**config.mk**
```make
export PLATFORM = sky130hd
export DESIGN_NAME = chord_template_recognizer
export DESIGN_NICKNAME = d
export VERILOG_FILES = /design/src/design/ctr_pkg.sv /design/src/design/chord_template_recognizer.sv /design/src/design/ctr_front.sv /design/src/design/ctr_queue.sv /design/src/design/ctr_back.sv
export SDC_FILE = /design/constraint.sdc
export NUM_CORES = 1
export LEC_CHECK = 0
export ABC_AREA = 1
export CORE_ASPECT_RATIO = 1.25
export CORE_MARGIN = 2
export CORE_UTILIZATION = 48
export DETAILED_ROUTE_END_ITERATION = 7
export DONT_BUFFER_PORTS = 1
export GPL_TIMING_DRIVEN = 0
export PLACE_DENSITY_LB_ADDON = 0.05
export SLEW_MARGIN = 0
export SYNTH_ARGS = -nofsm -noshare
export SYNTH_HDL_FRONTEND = slang
export SYNTH_SLANG_ARGS = --single-unit
```
**constraint.sdc**
```tcl
create_clock -name clk -period 6.6 [get_ports clk]
set_clock_uncertainty 0.15 [all_clocks]
set_input_delay 0.33 -clock clk [delete_from_list [all_inputs] [get_ports clk]]
set_output_delay 0.33 -clock clk [all_outputs]
set_load 0.005 [all_outputs]
```
**src/design/ctr_pkg.sv**
```systemverilog
// Shared types, codes and the chord template table of the chord template recognizer.
package ctr_pkg;

  // Default configuration of the block
  localparam int NOTE_RANGE_DEF     = 128;
  localparam int TEMPLATE_TOTAL_DEF = 55;
  localparam int COUNT_CAP_DEF      = 16;

  // Entries of the summary queue between the note scanner and the matcher
  localparam int QUEUE_DEPTH = 2;

  localparam logic [11:0] PC_MASK = 12'h0FFF;
  localparam int          PC_NUM  = 12;

  typedef enum logic [1:0] {
    OP_NOTE_ON  = 2'd0,
    OP_NOTE_OFF = 2'd1,
    OP_ALL_OFF  = 2'd2,
    OP_UNUSED   = 2'd3
  } ctr_op_t;

  typedef enum logic [1:0] {
    KIND_NONE    = 2'd0,
    KIND_SINGLE  = 2'd1,
    KIND_CHORD   = 2'd2,
    KIND_NOMATCH = 2'd3
  } ctr_kind_t;

  // Summary of the held notes after one item
  typedef struct packed {
    logic        any;
    logic [4:0]  count;
    logic [11:0] pcs;
    logic [6:0]  lowest;
    logic [3:0]  bass;
  } ctr_sum_t;

  // Handshake from the scanner towards the queue
  typedef struct packed {
    logic     push;
    ctr_sum_t data;
  } ctr_push_t;

  // Pitch-class templates rooted at C, in table order; empty beyond the list
  function automatic logic [11:0] tmpl_mask(input logic [5:0] idx);
    logic [11:0] m;
    case (idx)
      6'd0:  m = 12'b0110_1010_0101 | 12'b0100_1001_0001;
      6'd1:  m = 12'b1010_1010_0101 | 12'b1000_1001_0001;
      6'd2:  m = 12'b0110_1010_1101 | 12'b0100_1000_1001;
      6'd3:  m = 12'b0100_1011_0101;
      6'd4:  m = 12'b0100_1010_1101;
      6'd5:  m = 12'b1000_1011_0101;
      6'd6:  m = 12'b0110_1001_0101;
      6'd7:  m = 12'b0110_1000_1101;
      6'd8:  m = 12'b0010_1001_0101;
      6'd9:  m = 12'b0010_1000_1101;
      6'd10: m = 12'b0100_1001_0101;
      6'd11: m = 12'b1000_1001_0101;
      6'd12: m = 12'b0100_1000_1101;
      6'd13: m = 12'b0100_1001_0011;
      6'd14: m = 12'b0100_1001_1001;
      6'd15: m = 12'b0100_1101_0001;
      6'd16: m = 12'b0101_1001_0001;
      6'd17: m = 12'b1000_1101_0001;
      6'd18: m = 12'b0100_1000_1011;
      6'd19: m = 12'b1000_1000_1101;
      6'd20: m = 12'b0100_0100_1101;
      6'd21: m = 12'b0100_0100_1011;
      6'd22: m = 12'b0110_1000_1001;
      6'd23: m = 12'b0100_1010_0101;
      6'd24: m = 12'b0100_1011_0001;
      6'd25: m = 12'b0110_1001_0001;
      6'd26: m = 12'b1000_1001_0001;
      6'd27: m = 12'b0100_1001_0001;
      6'd28: m = 12'b0100_1000_1001;
      6'd29: m = 12'b1000_1000_1001;
      6'd30: m = 12'b0010_0100_1001;
      6'd31: m = 12'b0100_0100_1001;
      6'd32: m = 12'b0010_1001_0001;
      6'd33: m = 12'b0010_1000_1001;
      6'd34: m = 12'b0100_1010_0001;
      6'd35: m = 12'b0100_1000_0101;
      6'd36: m = 12'b0000_1001_0101;
      6'd37: m = 12'b0000_1000_1101;
      6'd38: m = 12'b0010_1010_0001;
      6'd39: m = 12'b1000_0100_1001;
      6'd40: m = 12'b0100_0101_0001;
      6'd41: m = 12'b0101_0001_0001;
      6'd42: m = 12'b1000_0101_0001;
      6'd43: m = 12'b1001_0001_0001;
      6'd44: m = 12'b0000_1001_0001;
      6'd45: m = 12'b0000_1000_1001;
      6'd46: m = 12'b0000_0100_1001;
      6'd47: m = 12'b0001_0001_0001;
      6'd48: m = 12'b0000_1000_0101;
      6'd49: m = 12'b0000_1010_0001;
      6'd50: m = 12'b0100_0001_0001;
      6'd51: m = 12'b0100_0000_1001;
      6'd52: m = 12'b0000_1000_0001;
      6'd53: m = 12'b0000_0000_1001;
      6'd54: m = 12'b0000_0001_0001;
      default: m = 12'b0;
    endcase
    return m;
  endfunction

  // Number of pitch classes set in a 12-bit mask
  function automatic logic [3:0] pc_count(input logic [11:0] m);
    logic [3:0] c;
    c = 4'd0;
    for (int i = 0; i < PC_NUM; i++) begin
      c = c + 4'(m[i]);
    end
    return c;
  endfunction

  // Rotate a pitch-class mask upward by s classes (s below 12)
  function automatic logic [11:0] pc_rotate(input logic [11:0] m, input logic [3:0] s);
    logic [23:0] w;
    w = {m, m} << s;
    return w[23:12];
  endfunction

endpackage

```
**src/design/chord_template_recognizer.sv**
```systemverilog
// Top level of the chord template recognizer: scanner, summary queue and matcher.
// Usage:
//   Input channel (in_valid/in_ready): one note event per item: in_opcode
//   note on, note off or all notes off, with in_note and in_velocity.
//   Result channel (out_valid/out_ready): exactly one result item per input
//   item, in order: kind, held count, pitch-class set, lowest note, bass,
//   and for a matched chord its root, template index and slash flag.
//   Throughput: the scanner walks the held-note map one note per cycle; an
//   item occupies the front through accept, scan and push, and in_ready
//   is high only while the scanner is idle.
//   Matching: after the scan the matcher tries one template per cycle,
//   the bass pass then the slash pass, up to the first match; a queue
//   of summaries lets the scanner take the next item while the matcher
//   is busy.
//   Reset (rst_n low, synchronous) releases all notes and empties the queue.
//   A stalled receiver holds the result; the matcher finishes its next item
//   and waits, the queue fills, and a scanner that cannot push keeps in_ready low.
module chord_template_recognizer #(
  parameter int NOTE_RANGE     = ctr_pkg::NOTE_RANGE_DEF,
  parameter int TEMPLATE_TOTAL = ctr_pkg::TEMPLATE_TOTAL_DEF,
  parameter int COUNT_CAP      = ctr_pkg::COUNT_CAP_DEF
) (
  input  logic        clk,
  input  logic        rst_n,
  input  logic        in_valid,
  output logic        in_ready,
  input  logic [1:0]  in_opcode,
  input  logic [7:0]  in_note,
  input  logic [6:0]  in_velocity,
  output logic        out_valid,
  input  logic        out_ready,
  output logic [1:0]  out_kind,
  output logic [4:0]  out_held_count,
  output logic [11:0] out_pitch_set,
  output logic [6:0]  out_lowest_note,
  output logic [3:0]  out_bass_class,
  output logic [3:0]  out_root_class,
  output logic [5:0]  out_template_index,
  output logic        out_is_slash
);
  import ctr_pkg::*;

  ctr_push_t q_wr;
  logic      q_full;
  logic      q_pop;
  logic      q_empty;
  ctr_sum_t  q_data;

  ctr_front #(
    .NOTE_RANGE (NOTE_RANGE),
    .COUNT_CAP  (COUNT_CAP)
  ) u_front (
    .clk         (clk),
    .rst_n       (rst_n),
    .in_valid    (in_valid),
    .in_ready    (in_ready),
    .in_opcode   (in_opcode),
    .in_note     (in_note),
    .in_velocity (in_velocity),
    .q_wr        (q_wr),
    .q_full      (q_full)
  );

  ctr_queue u_queue (
    .clk     (clk),
    .rst_n   (rst_n),
    .wr      (q_wr),
    .full    (q_full),
    .pop     (q_pop),
    .rd_data (q_data),
    .empty   (q_empty)
  );

  ctr_back #(
    .TEMPLATE_TOTAL (TEMPLATE_TOTAL)
  ) u_back (
    .clk                (clk),
    .rst_n              (rst_n),
    .q_empty            (q_empty),
    .q_data             (q_data),
    .q_pop              (q_pop),
    .out_valid          (out_valid),
    .out_ready          (out_ready),
    .out_kind           (out_kind),
    .out_held_count     (out_held_count),
    .out_pitch_set      (out_pitch_set),
    .out_lowest_note    (out_lowest_note),
    .out_bass_class     (out_bass_class),
    .out_root_class     (out_root_class),
    .out_template_index (out_template_index),
    .out_is_slash       (out_is_slash)
  );

  // The scanner never pushes into a full queue
  a_no_overflow: assert property (@(posedge clk) disable iff (!rst_n)
    !(q_wr.push && q_full))
    else $error("summary pushed into full queue");

  // A matched chord names a template inside the table
  a_tix_range: assert property (@(posedge clk) disable iff (!rst_n)
    (out_valid && out_kind == KIND_CHORD) |->
      ({1'b0, out_template_index} < 7'(TEMPLATE_TOTAL)))
    else $error("template index beyond table");

  // No notes held gives an all-zero result
  a_none_zero: assert property (@(posedge clk) disable iff (!rst_n)
    (out_valid && out_kind == KIND_NONE) |->
      (out_held_count == 5'd0 && out_pitch_set == 12'd0 && out_lowest_note == 7'd0))
    else $error("empty map with non-zero summary");

  // A single note has exactly one pitch class (a cap of one hides extra notes)
  a_single_pc: assert property (@(posedge clk) disable iff (!rst_n)
    (out_valid && out_kind == KIND_SINGLE && COUNT_CAP > 1) |->
      ($countones(out_pitch_set) == 1))
    else $error("single note with wrong pitch set");

  // A slash chord never sits on the bass
  a_slash_root: assert property (@(posedge clk) disable iff (!rst_n)
    (out_valid && out_is_slash) |-> (out_root_class != out_bass_class))
    else $error("slash chord rooted on bass");

endmodule

```
**src/design/ctr_front.sv**
```systemverilog
// Front part: accepts note events, keeps the held-note map and scans it into a summary.
module ctr_front #(
  parameter int NOTE_RANGE = ctr_pkg::NOTE_RANGE_DEF,
  parameter int COUNT_CAP  = ctr_pkg::COUNT_CAP_DEF
) (
  input  logic              clk,
  input  logic              rst_n,
  input  logic              in_valid,
  output logic              in_ready,
  input  logic [1:0]        in_opcode,
  input  logic [7:0]        in_note,
  input  logic [6:0]        in_velocity,
  output ctr_pkg::ctr_push_t q_wr,
  input  logic              q_full
);
  import ctr_pkg::*;

  localparam int NW = $clog2(NOTE_RANGE);

  typedef enum logic [2:0] {
    F_IDLE = 3'b001,
    F_SCAN = 3'b010,
    F_PUSH = 3'b100
  } front_state_t;

  front_state_t          state_r, state_nxt;
  logic [NOTE_RANGE-1:0] held_r, held_nxt;
  logic [NW-1:0]         idx_r, idx_nxt;
  logic [3:0]            pc_r, pc_nxt;
  ctr_sum_t              sum_r, sum_nxt;
  logic                  in_range;

  assign in_range = {1'b0, in_note} < 9'(NOTE_RANGE);

  // Map update on accept, then one note per cycle through the scan
  always_comb begin
    state_nxt   = state_r;
    held_nxt    = held_r;
    idx_nxt     = idx_r;
    pc_nxt      = pc_r;
    sum_nxt     = sum_r;
    in_ready    = 1'b0;
    q_wr.push   = 1'b0;
    q_wr.data   = sum_r;
    case (state_r)
      F_IDLE: begin
        in_ready = 1'b1;
        if (in_valid) begin
          if ((in_opcode == OP_NOTE_ON || in_opcode == OP_NOTE_OFF) && in_range) begin
            held_nxt[in_note[NW-1:0]] = (in_opcode == OP_NOTE_ON) && (in_velocity != 7'd0);
          end else if (in_opcode == OP_ALL_OFF) begin
            held_nxt = '0;
          end
          idx_nxt   = '0;
          pc_nxt    = 4'd0;
          sum_nxt   = '0;
          state_nxt = F_SCAN;
        end
      end
      F_SCAN: begin
        if (held_r[idx_r]) begin
          sum_nxt.pcs = sum_r.pcs | (12'd1 << pc_r);
          if (!sum_r.any) begin
            sum_nxt.any    = 1'b1;
            sum_nxt.lowest = 7'(idx_r);
            sum_nxt.bass   = pc_r;
          end
          if (sum_r.count < 5'(COUNT_CAP)) begin
            sum_nxt.count = sum_r.count + 5'd1;
          end
        end
        pc_nxt  = (pc_r == 4'(PC_NUM - 1)) ? 4'd0 : pc_r + 4'd1;
        idx_nxt = idx_r + NW'(1);
        if (idx_r == NW'(NOTE_RANGE - 1)) begin
          state_nxt = F_PUSH;
        end
      end
      F_PUSH: begin
        q_wr.push = !q_full;
        if (!q_full) begin
          state_nxt = F_IDLE;
        end
      end
      default: begin
        state_nxt = F_IDLE;
      end
    endcase
  end

  always_ff @(posedge clk) begin
    if (!rst_n) begin
      state_r <= F_IDLE;
      held_r  <= '0;
    end else begin
      state_r <= state_nxt;
      held_r  <= held_nxt;
    end
  end

  // Scan payload
  always_ff @(posedge clk) begin
    idx_r <= idx_nxt;
    pc_r  <= pc_nxt;
    sum_r <= sum_nxt;
  end

endmodule

```
**src/design/ctr_queue.sv**
```systemverilog
// Short queue of note summaries between the scanner and the template matcher.
module ctr_queue (
  input  logic               clk,
  input  logic               rst_n,
  input  ctr_pkg::ctr_push_t wr,
  output logic               full,
  input  logic               pop,
  output ctr_pkg::ctr_sum_t  rd_data,
  output logic               empty
);
  import ctr_pkg::*;

  localparam int PW = (QUEUE_DEPTH > 1) ? $clog2(QUEUE_DEPTH) : 1;
  localparam int CW = $clog2(QUEUE_DEPTH + 1);

  ctr_sum_t        mem_r [QUEUE_DEPTH];
  logic [PW-1:0]   wptr_r, rptr_r;
  logic [CW-1:0]   cnt_r;
  logic            do_push, do_pop;

  assign full    = cnt_r == CW'(QUEUE_DEPTH);
  assign empty   = cnt_r == '0;
  assign do_push = wr.push && !full;
  assign do_pop  = pop && !empty;
  assign rd_data = mem_r[rptr_r];

  // Pointers and fill count
  always_ff @(posedge clk) begin
    if (!rst_n) begin
      wptr_r <= '0;
      rptr_r <= '0;
      cnt_r  <= '0;
    end else begin
      if (do_push) begin
        wptr_r <= (wptr_r == PW'(QUEUE_DEPTH - 1)) ? '0 : wptr_r + PW'(1);
      end
      if (do_pop) begin
        rptr_r <= (rptr_r == PW'(QUEUE_DEPTH - 1)) ? '0 : rptr_r + PW'(1);
      end
      if (do_push && !do_pop) begin
        cnt_r <= cnt_r + CW'(1);
      end else if (do_pop && !do_push) begin
        cnt_r <= cnt_r - CW'(1);
      end
    end
  end

  always_ff @(posedge clk) begin
    if (do_push) begin
      mem_r[wptr_r] <= wr.data;
    end
  end

endmodule

```
**src/design/ctr_back.sv**
```systemverilog
// Back part: matches a note summary against the chord templates and holds the result.
module ctr_back #(
  parameter int TEMPLATE_TOTAL = ctr_pkg::TEMPLATE_TOTAL_DEF
) (
  input  logic              clk,
  input  logic              rst_n,
  input  logic              q_empty,
  input  ctr_pkg::ctr_sum_t q_data,
  output logic              q_pop,
  output logic              out_valid,
  input  logic              out_ready,
  output logic [1:0]        out_kind,
  output logic [4:0]        out_held_count,
  output logic [11:0]       out_pitch_set,
  output logic [6:0]        out_lowest_note,
  output logic [3:0]        out_bass_class,
  output logic [3:0]        out_root_class,
  output logic [5:0]        out_template_index,
  output logic              out_is_slash
);
  import ctr_pkg::*;

  typedef enum logic [3:0] {
    B_IDLE  = 4'b0001,
    B_PASS1 = 4'b0010,
    B_PASS2 = 4'b0100,
    B_FIN   = 4'b1000
  } back_state_t;

  back_state_t  state_r, state_nxt;
  ctr_sum_t     sum_r, sum_nxt;
  logic [3:0]   active_r, active_nxt;
  logic [5:0]   tix_r, tix_nxt;
  logic [3:0]   root_r, root_nxt;
  ctr_kind_t    kind_r, kind_nxt;
  logic         slash_r, slash_nxt;
  logic         out_valid_r, out_valid_nxt;
  logic         load_out;

  logic [11:0]  cur_mask;
  logic         size_ok;
  logic         last_tmpl;
  logic [11:0]  root_hit;
  logic         any_hit;
  logic [3:0]   first_root;
  logic [3:0]   head_active;

  assign cur_mask    = tmpl_mask(tix_r);
  assign size_ok     = pc_count(cur_mask) == active_r;
  assign last_tmpl   = tix_r == 6'(TEMPLATE_TOTAL - 1);
  assign head_active = pc_count(q_data.pcs);

  // All twelve roots of the current template, bass excluded
  always_comb begin
    root_hit   = '0;
    any_hit    = 1'b0;
    first_root = 4'd0;
    for (int r = 0; r < PC_NUM; r++) begin
      root_hit[r] = size_ok && (pc_rotate(cur_mask, 4'(r)) == sum_r.pcs)
                    && (4'(r) != sum_r.bass);
    end
    for (int r = PC_NUM - 1; r >= 0; r--) begin
      if (root_hit[r]) begin
        any_hit    = 1'b1;
        first_root = 4'(r);
      end
    end
  end

  // Matcher sequencer: bass pass over the table, then the slash pass
  always_comb begin
    state_nxt     = state_r;
    sum_nxt       = sum_r;
    active_nxt    = active_r;
    tix_nxt       = tix_r;
    root_nxt      = root_r;
    kind_nxt      = kind_r;
    slash_nxt     = slash_r;
    q_pop         = 1'b0;
    load_out      = 1'b0;
    out_valid_nxt = out_valid_r && !out_ready;
    case (state_r)
      B_IDLE: begin
        if (!q_empty) begin
          q_pop      = 1'b1;
          sum_nxt    = q_data;
          active_nxt = head_active;
          tix_nxt    = 6'd0;
          root_nxt   = 4'd0;
          slash_nxt  = 1'b0;
          if (!q_data.any) begin
            kind_nxt  = KIND_NONE;
            state_nxt = B_FIN;
          end else if (q_data.count == 5'd1) begin
            kind_nxt  = KIND_SINGLE;
            state_nxt = B_FIN;
          end else if (head_active < 4'd2) begin
            kind_nxt  = KIND_NOMATCH;
            state_nxt = B_FIN;
          end else begin
            kind_nxt  = KIND_NOMATCH;
            state_nxt = B_PASS1;
          end
        end
      end
      B_PASS1: begin
        if (size_ok && pc_rotate(cur_mask, sum_r.bass) == sum_r.pcs) begin
          kind_nxt  = KIND_CHORD;
          root_nxt  = sum_r.bass;
          state_nxt = B_FIN;
        end else if (last_tmpl) begin
          tix_nxt   = 6'd0;
          state_nxt = B_PASS2;
        end else begin
          tix_nxt = tix_r + 6'd1;
        end
      end
      B_PASS2: begin
        if (any_hit) begin
          kind_nxt  = KIND_CHORD;
          root_nxt  = first_root;
          slash_nxt = 1'b1;
          state_nxt = B_FIN;
        end else if (last_tmpl) begin
          kind_nxt  = KIND_NOMATCH;
          state_nxt = B_FIN;
        end else begin
          tix_nxt = tix_r + 6'd1;
        end
      end
      B_FIN: begin
        if (!out_valid_r || out_ready) begin
          load_out      = 1'b1;
          out_valid_nxt = 1'b1;
          state_nxt     = B_IDLE;
        end
      end
      default: begin
        state_nxt = B_IDLE;
      end
    endcase
  end

  always_ff @(posedge clk) begin
    if (!rst_n) begin
      state_r     <= B_IDLE;
      out_valid_r <= 1'b0;
    end else begin
      state_r     <= state_nxt;
      out_valid_r <= out_valid_nxt;
    end
  end

  always_ff @(posedge clk) begin
    sum_r    <= sum_nxt;
    active_r <= active_nxt;
    tix_r    <= tix_nxt;
    root_r   <= root_nxt;
    kind_r   <= kind_nxt;
    slash_r  <= slash_nxt;
  end

  // Output register; match fields read zero unless a chord matched
  always_ff @(posedge clk) begin
    if (load_out) begin
      out_kind           <= kind_r;
      out_held_count     <= sum_r.count;
      out_pitch_set      <= sum_r.pcs;
      out_lowest_note    <= sum_r.lowest;
      out_bass_class     <= sum_r.bass;
      out_root_class     <= (kind_r == KIND_CHORD) ? root_r : 4'd0;
      out_template_index <= (kind_r == KIND_CHORD) ? tix_r : 6'd0;
      out_is_slash       <= (kind_r == KIND_CHORD) && slash_r;
    end
  end

  assign out_valid = out_valid_r;

endmodule
```
==> reports/metrics.cfg <==
[status]
status=completed

[hold_path]
hold_class=in -> reg

[timing]
slew_viol_final=0
rsz0062_at_grt=yes
min_period_ns=6.291
tightest_slew_ns=1.088
setup_viol=0
fmax_mhz=158.9
slew_headroom=0.2747
fin_crit_sh=0.9532
hold_viol_final=0

[yosys]
synthArstFlopShare=0
avgSynthCellArea_um2=7.368
synth_edf_count=184
synth_area_leader_cell=edfxtp_1
synthCells=2644
synth.distinct_cells=48
synth_top_area_share=0.2836
ys_seq_area_frac=0.4408
synth_warnings=0
netlist_top_cells_area=edfxtp_1 28%, dfxtp_1 16%, nand2_1 15%
ys_seq_elements=337
syn-cell-area_um2=19480
synth_ff_type=edfxtp_1
synthesis.nets=2706

[clocking]
cts_sinks=337
cts_tree=yes
clockBufferDepth=3
cts_inserted_buffers=37
cts_root_buf=clkbuf_16
path_clk_slew_ns=0.07
clkLatencyLatePin_ns=0.57
cts.htree.levels=2

[worst_setup_path]
cp-start-kind=flop
endpoint_kind=flop
crit_path_max_incr_delay_ns=0.55
crit_slowest_cell=fa_1
crit_type=reg -> reg
crit_required_ns=6.93
path_max_fanout=10
crit_path_frequent_cell=inv_1
arrival_ns=6.62

[final_layout]
fillers=4004
layout_commonest_cell=nand2_1
diodes=0
fin_util=0.5375
final_cells=3261
layout_common_cells=774 x nand2_1, 362 x nor2_1, 245 x o21ai_0
regArea_um2=8594
layout-drive-gt1-share=0.07145
fin_nets=2749
syn_to_final_growth_pct=10.68
design_area_um2=21560
multi_input_area_um2=9547

[placed_design]
place_area_um2=20240
portBuffers=0
dp_hpwl_um=48260
gp_congestion=0.9662
dp_cells=3192

[power_and_ir_drop]
leakagePower_uw=0.008252
clock_power_share=0.220
internal_power_uw=5417
ir_worst_vdd_mv=0.2678
combPwrFrac=0.492
power.switching_uw=4399
swShare=0.4481
p_total_uw=9815
power.density_nw_per_um2=455.2
p_seq_frac=0.288

[routing]
route.met2.wl_um=32420
dr.first_iter.drc_count=1764
highest_layer=met4
post_drt_wl_per_cell_um=20.74
drt_wl_total_um=67620
met1_length_um=26280
viasPerCell=5.758
drc=0
ant_nets=0
vias=18780
wl_met3_um=4589
dr.pass1.iters=8

[floorplanning]
chipHeight_um=229.2
core-area_um2=40120
io_pins=64
fp.dieW_um=184.2
initial_core_util=0.4856
num_rows=82
dieArea_um2=42220

[flow_run]
maxCapViolations=0

[global_routing]
grt_pass1_wl_um=102600
antenna_found_initial=0
grt_max_degree=31
grt_usage=0.3201
grt_pass1_vias=17880
overflow=0

## kinds of logic after synthesis
group	share of synthesized area
AND/OR/NAND/NOR	0.2917
AO/OA/AOI/OAI	0.1364
flip-flops	0.4408
buffers and inverters	0.07283
XOR/XNOR	0.02653
adder cells (fa/ha/maj)	0.03173
## through the flow
step	TNS (ns)	hold slack, ns	setup slack [ns]
finish	0	0.06631	0.3087
global route	-0.009661	0.06148	-0.009661
detailed placement	-0.5586	0.2572	-0.1473
global placement	-0.4786	0.2561	-0.1488
CTS	0	0.01792	0.02805
floorplan	0	0.2503	1.081
## power by group through the flow
stage | sequential (uW) | clock (uW) | combinational [uW]
finish | 2820 | 2160 | 4830
global route | 2850 | 2280 | 5370
CTS | 2820 | 2190 | 4760
detailed placement | 2860 | 0 | 4730
global placement | 2860 | 0 | 4660
floorplan | 2750 | 0 | 3320
## worst max-delay path, delay by kind of cell (launching register included)
| kind | cells | cell delay, ns |
|---|---|---|
| fa+ha+maj | 6 | 2.66 |
| xor+xnor | 1 | 0.14 |
| compound gates | 3 | 0.28 |
| flops | 1 | 0.41 |
| simple gates | 13 | 1.57 |
| buf+inv | 9 | 0.99 |
## repair_timing
action,in CTS,in global routing
gates resized for setup,2,16
setup endpoints to repair,9,10
hold buffers,2,0
setup buffers,0,0
pin swaps,0,1
endpoints found under the hold margin,3,0
## cell usage after synthesis (14+ instances only)
cell type	number
clkbuf_1	99
o22ai_1	18
o21ai_1	16
ha_1	27
o21ai_0	246
nand2_1	779
buf_2	27
o221ai_1	15
nand3_1	167
nand2_2	14
dfxtp_1	153
a21oi_1	168
nor2_1	366
inv_1	151
buf_4	19
edfxtp_1	184
xnor2_1	45
nand4_1	15
fa_1	14
xor2_1	14
## registers in the layout (all words and copies together), names as in the netlist, 3 cells and up, named ones only
register,cells
u_front.state_r,3
u_back.cur_mask,12
u_back.out_pitch_set,12
u_back.state_r,4
u_front.held_r,128
u_back.root_r,4
u_back.tix_r,6
u_back.sum_r,28
u_back.out_bass_class,4
u_back.active_r,4
u_front.q_wr,29
u_back.out_root_class,4
u_back.out_lowest_note,7
u_front.idx_r,7
u_back.out_template_index,6
u_front.pc_r,4
u_queue.mem_r,58
u_back.out_held_count,5
## cell type report
type / instances / area share
multi-input combinational: 1980 / 0.4428
timing repair buffer: 4 / 0.002785
sequential: 337 / 0.3986
tap: 546 / 0.03168
buffer: 159 / 0.03656
inverter: 168 / 0.02948
clock inverter: 19 / 0.01190
clock buffer: 48 / 0.04625
## layer usage
layer	vias up	track usage
li1	8801	-
met1	8855	0.3868
met2	878	0.5362
met3	242	0.04707
met4	0	0.1965
met5	-	0
## final timing paths
kind / startpoint / end / slack [ns] / cells past startpoint
max: u_back.cur_mask[2]$_DFF_P_ / u_back.cur_mask[5]$_DFF_P_ / 0.31 / 32
min: in_valid / u_front.state_r[1]$_SDFFE_PN0P_ / 0.07 / 2
max reg2reg: u_back.cur_mask[2]$_DFF_P_ / u_back.cur_mask[5]$_DFF_P_ / 0.31 / 32
min reg2reg: u_back.sum_r[4]$_DFFE_PP_ / u_back.out_lowest_note[0]$_DFFE_PP_ / 0.25 / 0
(Power assumes the default switching activity.)
